File: src/sv/bst_insert_delete_node_pool_unit_defines.svh
// Assertion macros shared by the pool unit
`ifndef BST_INSERT_DELETE_NODE_POOL_UNIT_DEFINES_SVH
`define BST_INSERT_DELETE_NODE_POOL_UNIT_DEFINES_SVH

// implication checked on every edge outside reset
`define BSTP_ASSERT_IMP(label, clk, rst_n, ante, cons, msg) \
  label: assert property (@(posedge clk) disable iff (!rst_n) (ante) |-> (cons)) \
    else $error(msg);

// implication checked in the cycle after the antecedent
`define BSTP_ASSERT_NEXT(label, clk, rst_n, ante, cons, msg) \
  label: assert property (@(posedge clk) disable iff (!rst_n) (ante) |=> (cons)) \
    else $error(msg);

`endif

File: src/sv/bstp_pkg.sv
// ----------------------------------------------------------------------------
// bstp_pkg
// Shared types and codes for the node pool search tree unit.
// ----------------------------------------------------------------------------
`timescale 1ns / 1ps
package bstp_pkg;
  localparam logic       FUNC_INSERT = 1'b0;
  localparam logic       FUNC_DELETE = 1'b1;
  localparam logic [2:0] ST_INSERTED = 3'd0;
  localparam logic [2:0] ST_DUP      = 3'd1;
  localparam logic [2:0] ST_FULL     = 3'd2;
  localparam logic [2:0] ST_DELETED  = 3'd3;
  localparam logic [2:0] ST_NOTFOUND = 3'd4;

  typedef struct packed {
    logic        func;
    logic [31:0] key;
    logic [55:0] nick_hi;
    logic [55:0] nick_lo;
  } bstp_req_t;

  typedef struct packed {
    logic [2:0]  status;
    logic [3:0]  slot;
    logic [31:0] out_key;
    logic [55:0] out_nick_hi;
    logic [55:0] out_nick_lo;
  } bstp_rsp_t;
endpackage

File: src/sv/bstp_if.sv
// ----------------------------------------------------------------------------
// bstp_req_if / bstp_rsp_if
// Valid/ready channels for requests and results.
// ----------------------------------------------------------------------------
`timescale 1ns / 1ps
interface bstp_req_if import bstp_pkg::*; ();
  logic      valid;
  logic      ready;
  bstp_req_t data;
  modport source (output valid, output data, input ready);
  modport sink (input valid, input data, output ready);
endinterface

interface bstp_rsp_if import bstp_pkg::*; ();
  logic      valid;
  logic      ready;
  bstp_rsp_t data;
  modport source (output valid, output data, input ready);
  modport sink (input valid, input data, output ready);
endinterface

File: src/sv/bstp_ram.sv
// ----------------------------------------------------------------------------
// bstp_ram
// Generic single-port write, single-port read RAM with registered read.
// ----------------------------------------------------------------------------
`timescale 1ns / 1ps
module bstp_ram #(
  parameter int WIDTH = 8,
  parameter int DEPTH = 16
) (
  input  logic                     clk,
  input  logic                     we,
  input  logic [$clog2(DEPTH)-1:0] waddr,
  input  logic [WIDTH-1:0]         wdata,
  input  logic [$clog2(DEPTH)-1:0] raddr,
  output logic [WIDTH-1:0]         rdata
);
  logic [WIDTH-1:0] mem [DEPTH];

  always_ff @(posedge clk) begin
    if (we) mem[waddr] <= wdata;
    rdata <= mem[raddr];
  end
endmodule

File: src/sv/bst_insert_delete_node_pool_unit.sv
// ----------------------------------------------------------------------------
// bst_insert_delete_node_pool_unit
// Binary search tree over a fixed pool of node slots with a threaded free list.
// ----------------------------------------------------------------------------
// One request at a time. A request walks the tree one node at a time (address,
// then registered read of the node RAM); a two-child delete then walks down to
// the successor. Search and successor walk together visit at most NODES nodes.
// After reset a pass that clears the left links and threads the free list
// through every slot runs before the first request is accepted.
// The result sits in an output register; the next request is taken while it
// waits.
`timescale 1ns / 1ps
`include "bst_insert_delete_node_pool_unit_defines.svh"
module bst_insert_delete_node_pool_unit import bstp_pkg::*; #(
  parameter int NODES = 16
) (
  input  logic clk,
  input  logic rst_n,
  bstp_req_if.sink   in_ch,
  bstp_rsp_if.source out_ch
);
  localparam int AW = $clog2(NODES);
  localparam int LW = AW + 1;
  localparam int DW = 32 + 56 + 56 + 2 * LW;
  localparam logic [LW-1:0] NIL = LW'(NODES);

  localparam logic [3:0] S_INIT  = 4'd0;
  localparam logic [3:0] S_IDLE  = 4'd1;
  localparam logic [3:0] S_RD    = 4'd2;
  localparam logic [3:0] S_CMP   = 4'd3;
  localparam logic [3:0] S_SRD   = 4'd4;
  localparam logic [3:0] S_SCMP  = 4'd5;
  localparam logic [3:0] S_FRD   = 4'd6;
  localparam logic [3:0] S_FIX   = 4'd7;
  localparam logic [3:0] S_LINK  = 4'd8;
  localparam logic [3:0] S_LRD   = 4'd9;
  localparam logic [3:0] S_REL   = 4'd10;
  localparam logic [3:0] S_OUT   = 4'd11;

  typedef struct packed {
    logic [31:0]   key;
    logic [55:0]   hi;
    logic [55:0]   lo;
    logic [LW-1:0] left;
    logic [LW-1:0] right;
  } node_t;

  logic [3:0]    state_r, state_nxt;
  logic [AW:0]   init_r, init_nxt;
  bstp_req_t     req_r, req_nxt;
  logic [LW-1:0] root_r, root_nxt, free_r, free_nxt;
  logic [LW-1:0] cur_r, cur_nxt, par_r, par_nxt;
  logic          side_r, side_nxt;
  logic [LW-1:0] fnd_r, fnd_nxt, sp_r, sp_nxt;
  logic          ss_r, ss_nxt;
  logic [AW:0]   steps_r, steps_nxt;
  node_t         fnode_r, fnode_nxt;
  node_t         snode_r, snode_nxt;
  logic [LW-1:0] plink_r, plink_nxt;  // parent, side, value to patch
  logic          pside_r, pside_nxt;
  logic [LW-1:0] pval_r, pval_nxt;
  logic [LW-1:0] freed_r, freed_nxt;
  bstp_rsp_t     rsp_r, rsp_nxt;
  bstp_rsp_t     orsp_r, orsp_nxt;
  logic          ov_r, ov_nxt;

  logic          we;
  logic [AW-1:0] waddr, raddr;
  node_t         wnode, rnode;
  logic [DW-1:0] rword;

  assign rnode = node_t'(rword);

  bstp_ram #(.WIDTH(DW), .DEPTH(NODES)) u_ram (
    .clk(clk), .we(we), .waddr(waddr), .wdata(DW'(wnode)),
    .raddr(raddr), .rdata(rword)
  );

  function automatic logic [LW-1:0] lnk(input logic [LW-1:0] v);
    return (v < NIL) ? v : NIL;
  endfunction

  assign in_ch.ready  = (state_r == S_IDLE);
  assign out_ch.valid = ov_r;
  assign out_ch.data  = orsp_r;

  always_comb begin
    state_nxt = state_r; init_nxt = init_r; req_nxt = req_r;
    root_nxt = root_r; free_nxt = free_r; cur_nxt = cur_r; par_nxt = par_r;
    side_nxt = side_r; fnd_nxt = fnd_r; sp_nxt = sp_r; ss_nxt = ss_r;
    steps_nxt = steps_r; fnode_nxt = fnode_r; snode_nxt = snode_r;
    plink_nxt = plink_r; pside_nxt = pside_r; pval_nxt = pval_r;
    freed_nxt = freed_r; rsp_nxt = rsp_r; orsp_nxt = orsp_r; ov_nxt = ov_r;
    we = 1'b0; waddr = '0; wnode = '0; raddr = cur_r[AW-1:0];
    if (ov_r && out_ch.ready) ov_nxt = 1'b0;
    unique case (state_r)
      S_INIT: begin
        we = 1'b1;
        waddr = init_r[AW-1:0];
        wnode.left = NIL;
        wnode.right = (init_r == '0) ? NIL : LW'(init_r - 1'b1);
        init_nxt = init_r + 1'b1;
        if (init_r == (AW+1)'(NODES - 1)) state_nxt = S_IDLE;
      end
      S_IDLE: begin
        if (in_ch.valid) begin
          req_nxt = in_ch.data;
          cur_nxt = lnk(root_r);
          par_nxt = NIL; side_nxt = 1'b0; steps_nxt = '0;
          rsp_nxt = '0;
          if (in_ch.data.func == FUNC_INSERT && lnk(free_r) == NIL) begin
            rsp_nxt.status = ST_FULL;
            state_nxt = S_OUT;
          end else begin
            state_nxt = S_RD;
          end
        end
      end
      S_RD: begin
        if (cur_r == NIL) begin
          if (req_r.func == FUNC_INSERT) begin
            raddr = free_r[AW-1:0];
            state_nxt = S_FRD;
          end else begin
            rsp_nxt.status = ST_NOTFOUND;
            state_nxt = S_OUT;
          end
        end else begin
          state_nxt = S_CMP;
        end
      end
      S_CMP: begin
        if (rnode.key == req_r.key) begin
          if (req_r.func == FUNC_INSERT) begin
            rsp_nxt.status = ST_DUP;
            state_nxt = S_OUT;
          end else begin
            fnd_nxt = cur_r;
            fnode_nxt = rnode;
            rsp_nxt.status = ST_DELETED;
            rsp_nxt.out_key = rnode.key;
            rsp_nxt.out_nick_hi = rnode.hi;
            rsp_nxt.out_nick_lo = rnode.lo;
            if (lnk(rnode.left) != NIL && lnk(rnode.right) != NIL) begin
              sp_nxt = cur_r; ss_nxt = 1'b1;
              cur_nxt = lnk(rnode.right); steps_nxt = '0;
              state_nxt = S_SRD;
            end else begin
              plink_nxt = par_r; pside_nxt = side_r;
              pval_nxt = (lnk(rnode.left) != NIL) ? lnk(rnode.left) : lnk(rnode.right);
              freed_nxt = cur_r;
              state_nxt = S_LINK;
            end
          end
        end else if (steps_r > (AW+1)'(NODES - 1)) begin
          cur_nxt = NIL;
          state_nxt = S_RD;
        end else begin
          par_nxt = cur_r;
          side_nxt = (req_r.key < rnode.key) ? 1'b0 : 1'b1;
          cur_nxt = (req_r.key < rnode.key) ? lnk(rnode.left) : lnk(rnode.right);
          steps_nxt = steps_r + 1'b1;
          state_nxt = S_RD;
        end
      end
      S_SRD: state_nxt = S_SCMP;
      S_SCMP: begin
        if (lnk(rnode.left) != NIL && steps_r <= (AW+1)'(NODES - 1)) begin
          sp_nxt = cur_r; ss_nxt = 1'b0;
          cur_nxt = lnk(rnode.left);
          steps_nxt = steps_r + 1'b1;
          state_nxt = S_SRD;
        end else begin
          snode_nxt = rnode;
          state_nxt = S_FIX;
        end
      end
      S_FIX: begin
        // copy successor into found node; its old link patched here or later
        we = 1'b1;
        waddr = fnd_r[AW-1:0];
        wnode = fnode_r;
        wnode.key = snode_r.key; wnode.hi = snode_r.hi; wnode.lo = snode_r.lo;
        if (sp_r == fnd_r) wnode.right = lnk(snode_r.right);
        fnode_nxt = wnode;
        plink_nxt = (sp_r == fnd_r) ? NIL : sp_r;
        pside_nxt = ss_r;
        pval_nxt = lnk(snode_r.right);
        freed_nxt = cur_r;
        state_nxt = (sp_r == fnd_r) ? S_REL : S_LINK;
      end
      S_FRD: begin
        raddr = free_r[AW-1:0];
        state_nxt = S_LINK;
      end
      S_LINK: begin
        if (req_r.func == FUNC_INSERT) begin
          // rnode holds the free head node
          we = 1'b1;
          waddr = free_r[AW-1:0];
          wnode.key = req_r.key; wnode.hi = req_r.nick_hi; wnode.lo = req_r.nick_lo;
          wnode.left = NIL; wnode.right = NIL;
          free_nxt = lnk(rnode.right);
          plink_nxt = par_r; pside_nxt = side_r; pval_nxt = free_r;
          rsp_nxt.status = ST_INSERTED;
          rsp_nxt.slot = 4'(free_r);
          if (par_r == NIL) begin
            root_nxt = free_r;
            state_nxt = S_OUT;
          end else begin
            raddr = par_r[AW-1:0];
            state_nxt = S_LRD;
          end
        end else if (plink_r == NIL) begin
          root_nxt = pval_r;
          state_nxt = S_REL;
        end else begin
          raddr = plink_r[AW-1:0];
          state_nxt = S_LRD;
        end
      end
      S_LRD: begin
        we = 1'b1;
        waddr = plink_r[AW-1:0];
        wnode = rnode;
        if (pside_r) wnode.right = pval_r; else wnode.left = pval_r;
        state_nxt = (req_r.func == FUNC_INSERT) ? S_OUT : S_REL;
      end
      S_REL: begin
        we = 1'b1;
        waddr = freed_r[AW-1:0];
        wnode = (freed_r == fnd_r) ? fnode_r : snode_r;
        wnode.left = NIL;
        wnode.right = lnk(free_r);
        free_nxt = freed_r;
        rsp_nxt.slot = 4'(freed_r);
        state_nxt = S_OUT;
      end
      S_OUT: begin
        if (!ov_r || out_ch.ready) begin
          ov_nxt = 1'b1;
          orsp_nxt = rsp_r;
          state_nxt = S_IDLE;
        end
      end
      default: state_nxt = S_INIT;
    endcase
    if (state_r == S_LINK && req_r.func == FUNC_INSERT && par_r != NIL) begin
      plink_nxt = par_r;
    end
  end

  always_ff @(posedge clk) begin
    if (!rst_n) begin
      state_r <= S_INIT;
      init_r  <= '0;
      root_r  <= NIL;
      free_r  <= LW'(NODES - 1);
      ov_r    <= 1'b0;
    end else begin
      state_r <= state_nxt;
      init_r  <= init_nxt;
      root_r  <= root_nxt;
      free_r  <= free_nxt;
      ov_r    <= ov_nxt;
    end
  end

  always_ff @(posedge clk) begin
    req_r <= req_nxt; cur_r <= cur_nxt; par_r <= par_nxt; side_r <= side_nxt;
    fnd_r <= fnd_nxt; sp_r <= sp_nxt; ss_r <= ss_nxt; steps_r <= steps_nxt;
    fnode_r <= fnode_nxt; snode_r <= snode_nxt; plink_r <= plink_nxt;
    pside_r <= pside_nxt; pval_r <= pval_nxt; freed_r <= freed_nxt;
    rsp_r <= rsp_nxt; orsp_r <= orsp_nxt;
  end

  `BSTP_ASSERT_IMP(a_ready_idle, clk, rst_n, in_ch.ready, state_r == S_IDLE && !we,
    "ready outside idle")
  `BSTP_ASSERT_IMP(a_status_range, clk, rst_n, out_ch.valid,
    orsp_r.status == ST_INSERTED || orsp_r.status == ST_DUP || orsp_r.status == ST_FULL ||
    orsp_r.status == ST_DELETED || orsp_r.status == ST_NOTFOUND, "bad status")
  `BSTP_ASSERT_NEXT(a_out_hold, clk, rst_n, out_ch.valid && !out_ch.ready,
    out_ch.valid && $stable(orsp_r), "result dropped")
  `BSTP_ASSERT_IMP(a_free_range, clk, rst_n, state_r == S_IDLE, free_r <= NIL && root_r <= NIL,
    "link out of range")
endmodule

File: src/flat_wrapper.sv
// flat-port wrapper written by rule: the top's interface ports become plain ports
module bst_insert_delete_node_pool_unit_flat import bstp_pkg::*;
#(
  parameter int NODES = 16
)
  (clk, rst_n, in_ch_valid, in_ch_data, in_ch_ready, out_ch_valid, out_ch_data, out_ch_ready);
  bstp_req_if in_ch_i ();
  bstp_rsp_if out_ch_i ();
  input  logic clk;
  input  logic rst_n;
  input wire logic [$bits(in_ch_i.valid)-1:0] in_ch_valid;
  input wire logic [$bits(in_ch_i.data)-1:0] in_ch_data;
  output wire logic [$bits(in_ch_i.ready)-1:0] in_ch_ready;
  output wire logic [$bits(out_ch_i.valid)-1:0] out_ch_valid;
  output wire logic [$bits(out_ch_i.data)-1:0] out_ch_data;
  input wire logic [$bits(out_ch_i.ready)-1:0] out_ch_ready;
  assign in_ch_i.valid = in_ch_valid;
  assign in_ch_i.data = in_ch_data;
  assign in_ch_ready = in_ch_i.ready;
  assign out_ch_valid = out_ch_i.valid;
  assign out_ch_data = out_ch_i.data;
  assign out_ch_i.ready = out_ch_ready;
  bst_insert_delete_node_pool_unit #(.NODES(NODES)) u_core (.clk(clk), .rst_n(rst_n), .in_ch(in_ch_i), .out_ch(out_ch_i));
endmodule
File: config.mk
export PLATFORM = sky130hd
export DESIGN_NAME = bst_insert_delete_node_pool_unit_flat
export DESIGN_NICKNAME = d
export VERILOG_FILES = /design/src/sv/bstp_pkg.sv /design/src/sv/bstp_if.sv /design/src/sv/bstp_ram.sv /design/src/sv/bst_insert_delete_node_pool_unit.sv /design/src/flat_wrapper.sv
export VERILOG_INCLUDE_DIRS = /design/src /design/src/sv
export SDC_FILE = /design/constraint.sdc
export NUM_CORES = 2
export LEC_CHECK = 0
export BUFFER_PORTS_ARGS = -buffer_cell sky130_fd_sc_hd__buf_2
export CORE_MARGIN = 10
export CORE_UTILIZATION = 45
export CTS_BUF_LIST = sky130_fd_sc_hd__clkbuf_8
export DETAILED_ROUTE_END_ITERATION = 10
export HOLD_SLACK_MARGIN = 0.03
export MAX_ROUTING_LAYER = met4
export SYNTH_ARGS = -nofsm -noshare
export SYNTH_HDL_FRONTEND = slang
export SYNTH_SLANG_ARGS = --single-unit
File: constraint.sdc
create_clock -name clk -period 14.24 [get_ports clk]
set_input_delay 2.848 -clock clk [delete_from_list [all_inputs] [get_ports clk]]
set_output_delay 2.848 -clock clk [all_outputs]
set_load 0.1 [all_outputs]
======== Yosys cells after proc, flatten, opt, wreduce, memory -nomap -nowiden ========
Memories as Yosys holds them, arrays and structs flattened. A register that Yosys moved wholly into a read port is not among the register bits.
Cells that the tools add are included.
operators by class
  mux-type cells .......................... 120
  $add $sub $neg .......................... 3
  eq/ne operators ......................... 43
  bitwise logic cells ..................... 4
  order comparisons ....................... 8
  reduce and logical (&&, ||, !) cells .... 40
operators with widths
  cell                                                 count
  two-way mux 154 bit                                  4
  one-hot mux 144 bit (4 select lines)                 1
  one-hot mux 154 bit (2 select lines)                 1
  two-way mux 144 bit                                  2
  one-hot mux 144 bit (2 select lines)                 1
  two-way mux 5 bit                                    47
  two-way mux 151 bit                                  1
  two-way mux 4 bit                                    15
  one-hot mux 5 bit (3 select lines)                   4
  one-hot mux 10 bit (5 select lines)                  1
  one-hot mux 4 bit (12 select lines)                  1
  one-hot mux 5 bit (2 select lines)                   4
  equality test 32 bit                                 1
  less-than comparator 32 bit                          1
  less-than comparator 5 bit, second input constant    5
  one-hot mux 4 bit (3 select lines)                   2
  equality test 5 bit, second input constant           4
  one-hot mux 4 bit (5 select lines)                   1
  AND reduction 5 bit                                  4
  two-way mux 1 bit                                    19
  equality test 4 x 3 -> 1 bit, second input constant  4
  equality test 4 bit, second input constant           4
  != test 2 x 1 -> 1 bit, second input constant        8
  AND reduction 4 bit                                  4
  32 further kinds                                     79
word-level totals
  input bits .............................. 149
  register bits ........................... 818
  RAM bits ................................ 2464
  logic and storage cells ................. 259
  output and inout bits ................... 153
  memories kept ........................... 1
memory list
  memory            words  width  read ports  clocked after memory_dff  write ports  line            text
  u_core.u_ram.mem  16     154    1           1                         1            bstp_ram.sv:17  logic [WIDTH-1:0] mem [DEPTH];

======== Depth between registers and ports, before layout ========
  depth after elaboration ................. 9
  depth in mapped cells ................... 13
  depth with buffers taken out ............ 11

======== Hierarchy ========
From an unflattened synthesis, not the netlist that was laid out.
second synthesis, totals
  cell total of the unflattened synthesis .. 6480
  area total of the unflattened synthesis .. 129671.9 um^2
modules (own cells, without submodules)
  module                            seq. area each (um^2)  times used  area each (um^2)  cells an instance
  bstp_ram                          77073.9                1           95545.4           4014
  bst_insert_delete_node_pool_unit  24213.2                1           34126.5           2466

======== Worst setup path after synthesis ========
OpenSTA, ideal clock, no wires.
  path type ............................... in2reg
  from .................................... input out_ch_ready
  to ...................................... register u_core.orsp_r, in the netlist u_core.out_ch.data[0] (enable)
  path buffers ............................ 0
  path slack .............................. 0.315 ns
  required time ........................... 13.393 ns
  stages on the path ...................... 2
  arrival time ............................ 13.078 ns
  setup time .............................. 0.847 ns
  cells stage by stage .................... nor2b_1 -> nor3_1
on the way
  cells in the longest elaborated chain, start to end .. 2
RTL lines
  element                        line                                     text
  start, declared                flat_wrapper.sv:16                       input wire logic [$bits(out_ch_i.ready)-1:0] out_ch_ready;
  logical OR 1 bit               bst_insert_delete_node_pool_unit.sv:240  if (!ov_r || out_ch.ready) begin
  AND reduction 2 bit (no line)  --
  end signal, assigned           bst_insert_delete_node_pool_unit.sv:274  rsp_r <= rsp_nxt; orsp_r <= orsp_nxt;
  end, declared                  bst_insert_delete_node_pool_unit.sv:64   bstp_rsp_t orsp_r, orsp_nxt;
No other way between the ends.
A chain may end at the register's enable or synchronous reset.

======== Final worst setup path ========
  from .................................... register u_core.req_r[144] (netlist name)
  to ...................................... register u_core.u_ram.rdata[133] (read register of u_core.u_ram.mem)
on the way
  cells in the longest elaborated chain, start to end .. 3
  elaborated cells on any way between the ends .. 4
  classes of those cells .................. mux (4)
RTL lines
  element                               line                                     text
  start, declared                       bst_insert_delete_node_pool_unit.sv:50   bstp_req_t req_r, req_nxt;
  start signal, assigned                bst_insert_delete_node_pool_unit.sv:270  req_r <= req_nxt; cur_r <= cur_nxt; par_r <= par_nxt; side_r <= side_nxt;
  two-way mux 4 bit                     bst_insert_delete_node_pool_unit.sv:121  if (req_r.func == FUNC_INSERT) begin
  two-way mux 4 bit                     bst_insert_delete_node_pool_unit.sv:120  if (cur_r == NIL) begin
  one-hot mux 4 bit (3 select lines) *  bst_insert_delete_node_pool_unit.sv:96   unique case (state_r)
  end, declared                         bstp_ram.sv:15                           output logic [WIDTH-1:0] rdata
Every way passes the cells marked *; elsewhere a longest branch is shown, timed or not.

==> impl.org <==
** Worst setup path
- Depth of the worst register-to-register path :: 11
- Type of the worst setup path :: reg2reg
- In this run the worst setup path begins at u_core.req_r[144].
- Sort of element at the start of the critical path :: flop
- The worst register-to-register path begins at u_core.req_r[144].
- CP Data Required Time :: 15.26 ns
- Capture instance of the worst register-to-register path :: u_core.u_ram.rdata[133]
- At the worst endpoint, the arrival time is between 7 and 8 ns.
- The critical path ends at u_core.u_ram.rdata[133].
- Critical path capture point type :: flop
- Register-to-Register Setup Slack :: 7.87 ns
- In this run the worst path has a maximum fanout of between 80 and 90.

** Worst hold path
- Type of the worst min-delay path :: reg2reg

** Layout
- Final core utilization :: 51.2%
- The finished cells cover roughly 0.15 mm2.
- The filler cells instantiated in the layout total 24736.
- The sequential cells in the finished layout cover a total of a little over 0.1 mm2.
- Area growth, synth to finish :: 13.2%
- The post-route netlist has 13.5% of its cells at a drive strength greater than 1.
- Multi-input combinational cell area :: 0.0295 mm2
- Final Net Count :: about 10000
- The count of cells in the finished layout, fillers not included, comes to 14446.

** Placed design
- Detail Placement HPWL :: 188000 um
- Summing all placed instances gives a cell area of around 0.14 mm2.
- Number of port buffers :: 301
- Counting tap cells, the placed design contains a total of 13400 instances.
- Global placement routability congestion :: 0.863

** STA
- Max-slew headroom at the worst pin :: 13.5%
- Static timing analysis puts the maximum clock frequency at ~160 MHz.
- Subtracting the final worst setup slack from the clock period gives 6.37 ns.
- Final period util :: 44.7%
- For the pin with the worst max-slew slack, the measured transition is 1.30 ns.
- Setup violations remaining at the end of the flow were counted as 0.
- Adding up every negative setup slack in the final design gives 0 ns.
- The final hold violation count came to 0.
- Post-route clock skew :: 0.0986 ns
- RSZ-0062 raised after global routing :: no
- Number of pins with negative max-slew slack in the final report :: 0

** Clock tree
- Counting every sink on the clock net gives 3431.
- Resized cells post-CTS :: 0
- Buffers from clock root to sink, at most :: 4
- CTS clock-pin slew for the worst setup and hold paths :: 0.07 ns
- Total CTS buffers :: 567
- The tree is rooted in a clkbuf_8.
- Total of hold buffers inserted after clock tree synthesis :: 0
- Clock tree from TritonCTS :: yes
- For the worst-skew pair, the clock arrives at the later sink with an insertion delay of around 1.2 ns.
- After clock tree synthesis, the setup repair step added 0 buffers.
- H-tree levels :: 6

** Synth
- Post-synthesis cell count :: 9491
- In this run the cell area of the synthesized design comes to 0.133 mm2.
- Post-synthesis cell type count :: 70
- EDFF count, synth :: 3257
- The number of nets in the synthesized netlist is ~9700.
- Top FF cell, synth :: edfxtp_1
- Flop and latch count out of synthesis :: approximately 3400
- Share of flip-flops with an asynchronous set or reset after synthesis :: 0%
- Synth Warn # :: 0
- Sequential elements use 76.0% of the synthesized area.
- Each instance of the synthesized netlist takes up on average 14.0 um2.

** Die
- Num ports :: 302
- Starting density of the core :: 45.3%
- The core region is 0.294 mm2.
- Die span in x :: between 500 and 600 um
- The floorplan step defined a die boundary enclosing 0.318 mm2.
- From bottom edge to top edge, the die measures 564 um.
- The floorplan has 199 rows.

** Power and ir drop
- Maximum resistive drop on vdd :: 0.0000705 V
- The design draws slightly below 20 mW.
- Leakage component of the power :: 53.0 nW
- In this run the power density over the cells is 131 mW/mm2.

** Route
- Antenna violation net count after detailed routing :: 0
- Post-DR wirelength/cell :: 26.2 um
- TritonRoute pass-1 iters :: 10
- Summing over every cut layer, the via total after detailed routing is 83231.
- Drt via density :: ~5.8
- Drt drc :: 0
- For this block, the initial DRC count from the detailed router was 10107.
- Detailed-route wire length :: 378000 um

** GRT
- Gr usage total :: around a quarter
- Global-route wire length before repair :: 550000 um
- The initial antenna violation count was 16.
- Summed over all layers, the global routing overflow is 0.
- Number of global-route vias before repair :: around 80000
- Maximum number of pins on one net before global-route repair :: 199

** Run
- Across the run, the number of max-cap violations was 0.

** Outcome
- The flow ran to the end, and the final reports show no timing, DRC or antenna violations.
==> worst min path at each step <==
stage          slack, ns  cells after the start         startpoint                 endpoint
3_5_place_dp        0.40                      0   u_core.rsp_r[42]   u_core.out_ch.data[42]
5_1_grt             0.42                      0  u_core.rsp_r[129]  u_core.out_ch.data[129]
2_1_floorplan       0.40                      0    u_core.rsp_r[0]    u_core.out_ch.data[0]
3_3_place_gp        0.40                      0  u_core.rsp_r[106]  u_core.out_ch.data[106]
4_1_cts             0.40                      0  u_core.rsp_r[132]  u_core.out_ch.data[132]
6_report            0.40                      0  u_core.rsp_r[132]  u_core.out_ch.data[132]
==> critical path, cell delays in order, from the launching register on <==
cell       delay, ns
edfxtp_1        1.09
or4b_1          0.56
a2bb2oi_1       0.18
nor3b_1         0.47
or3_4           0.70
buf_4           0.69
buf_4           0.90
buf_4           0.72
nand2_1         0.12
nand3_1         0.11
a21oi_1         0.09
a211oi_1        0.37
==> metal layers <==
metal  wire [um]  part of all wire [%]  track usage, %
met1      157000                    41            31.8
met2      178000                    47            37.1
met3       30400                   8.0            3.53
met4       13000                   3.4            7.88
met5           0                     0               -
==> final cells by class <==
type                       count  area share (%)
antenna                       13          0.0216
clock inverter               413            1.64
timing repair buffer         586            2.59
tap                         3919            3.25
sequential                  3431            67.2
clock buffer                 620            5.66
inverter                      47           0.129
multi-input combinational   5417            19.5
==> state kept, by name, summed over array words and instances, names as in the netlist, 4 cells and up <==
name                count
u_core.u_ram.mem     2464
u_core.fnode_r        154
u_core.init_r           5
u_core.pval_r           5
u_core.cur_r            5
u_core.freed_r          5
u_core.out_ch.data    151
u_core.sp_r             5
u_core.state_r          4
u_core.plink_r          5
u_core.par_r            5
u_core.steps_r          5
u_core.free_r           5
u_core.u_ram.rdata    154
u_core.snode_r        149
u_core.rsp_r          151
u_core.req_r          145
u_core.fnd_r            5
u_core.root_r           5
==> metrics by stage <==
| step | setup slack [ns] | hold slack [ns] |
|---|---|---|
| floorplan | 0.315 | 0.400 |
| global placement | 8.11 | 0.402 |
| detailed placement | 8.02 | 0.405 |
| CTS | 7.93 | 0.399 |
| global route | 7.49 | 0.420 |
| finish | 7.87 | 0.401 |
==> cells by family (layout without fill, tap and decap cells) <==
kind of cell    count (synthesis)  in the layout  synth area share (%)
mux                           497            497                  3.74
simple gates                 3935           3935                  12.8
xor+xnor                       18             18                 0.118
other cells                     0             13                     0
fa+ha+maj                      37             37                 0.348
flops                        3431           3431                  76.0
buf+inv                       643           1666                  2.08
compound gates                930            930                  4.84
==> cells in the final DEF, fill, tap and decap left out, types with 37 or more instances in the layout <==
cell type  count
nand4_1       85
a32oi_1       92
clkbuf_8     620
o21ai_0      207
nand2_1     2354
clkinv_2      51
inv_1        260
o221ai_1      55
dfxtp_1      174
buf_2        301
nor2_1       140
and2_1       122
edfxtp_1    3257
a222oi_1     147
ha_1          37
mux2i_1      497
a21oi_1      284
a211oi_1      44
nand3_1     1058
clkinv_1      75
nor4_1        50
buf_4        264
==> where the power goes <==
group	total [mW]	switching (mW)	internal (mW)
registers	11.2	0.0407	11.1
clock network	8.34	4.08	4.26
logic	0.317	0.242	0.0746
total	19.8	4.36	15.4
==> synthesized netlist by cell type, types with 4 or more instances <==
master       n  area, um2
nor2b_1     16        100
mux2i_1    497       4970
inv_1       47        176
a222oi_1   147       1470
nand3b_1     4       30.0
buf_1       59        221
nor2_1     162        608
clkbuf_1   352       1320
and2_1     122        763
buf_4       12       90.1
and2_0       6       37.5
nand3_1   1060       5310
nand4_1     85        532
a31oi_1      5       31.3
ha_1        37        463
o221ai_1    55        482
nor3_1      14       70.1
a21boi_0     9       67.6
o21ai_0    214       1070
or2_2        6       37.5
a32oi_1     92        806
xnor2_1     12        105
a221o_1      7       70.1
a22oi_1      7       52.6
o221a_2      5       56.3
a211oi_1    44        330
buf_6       15        169
buf_2      158        791
dfxtp_1    174       3480
nor4_1      50        313
nand2b_1    15       93.8
nor4_2      14        175
o221ai_2    10        150
xor2_1       6       52.6
a221oi_1     4       35.0
o211a_1      7       70.1
nand2_1   2363       8870
a21o_1      14        105
a21oi_1    284       1420
edfxtp_1  3257      97800
Note: power is estimated with default switching activity, not from simulation.
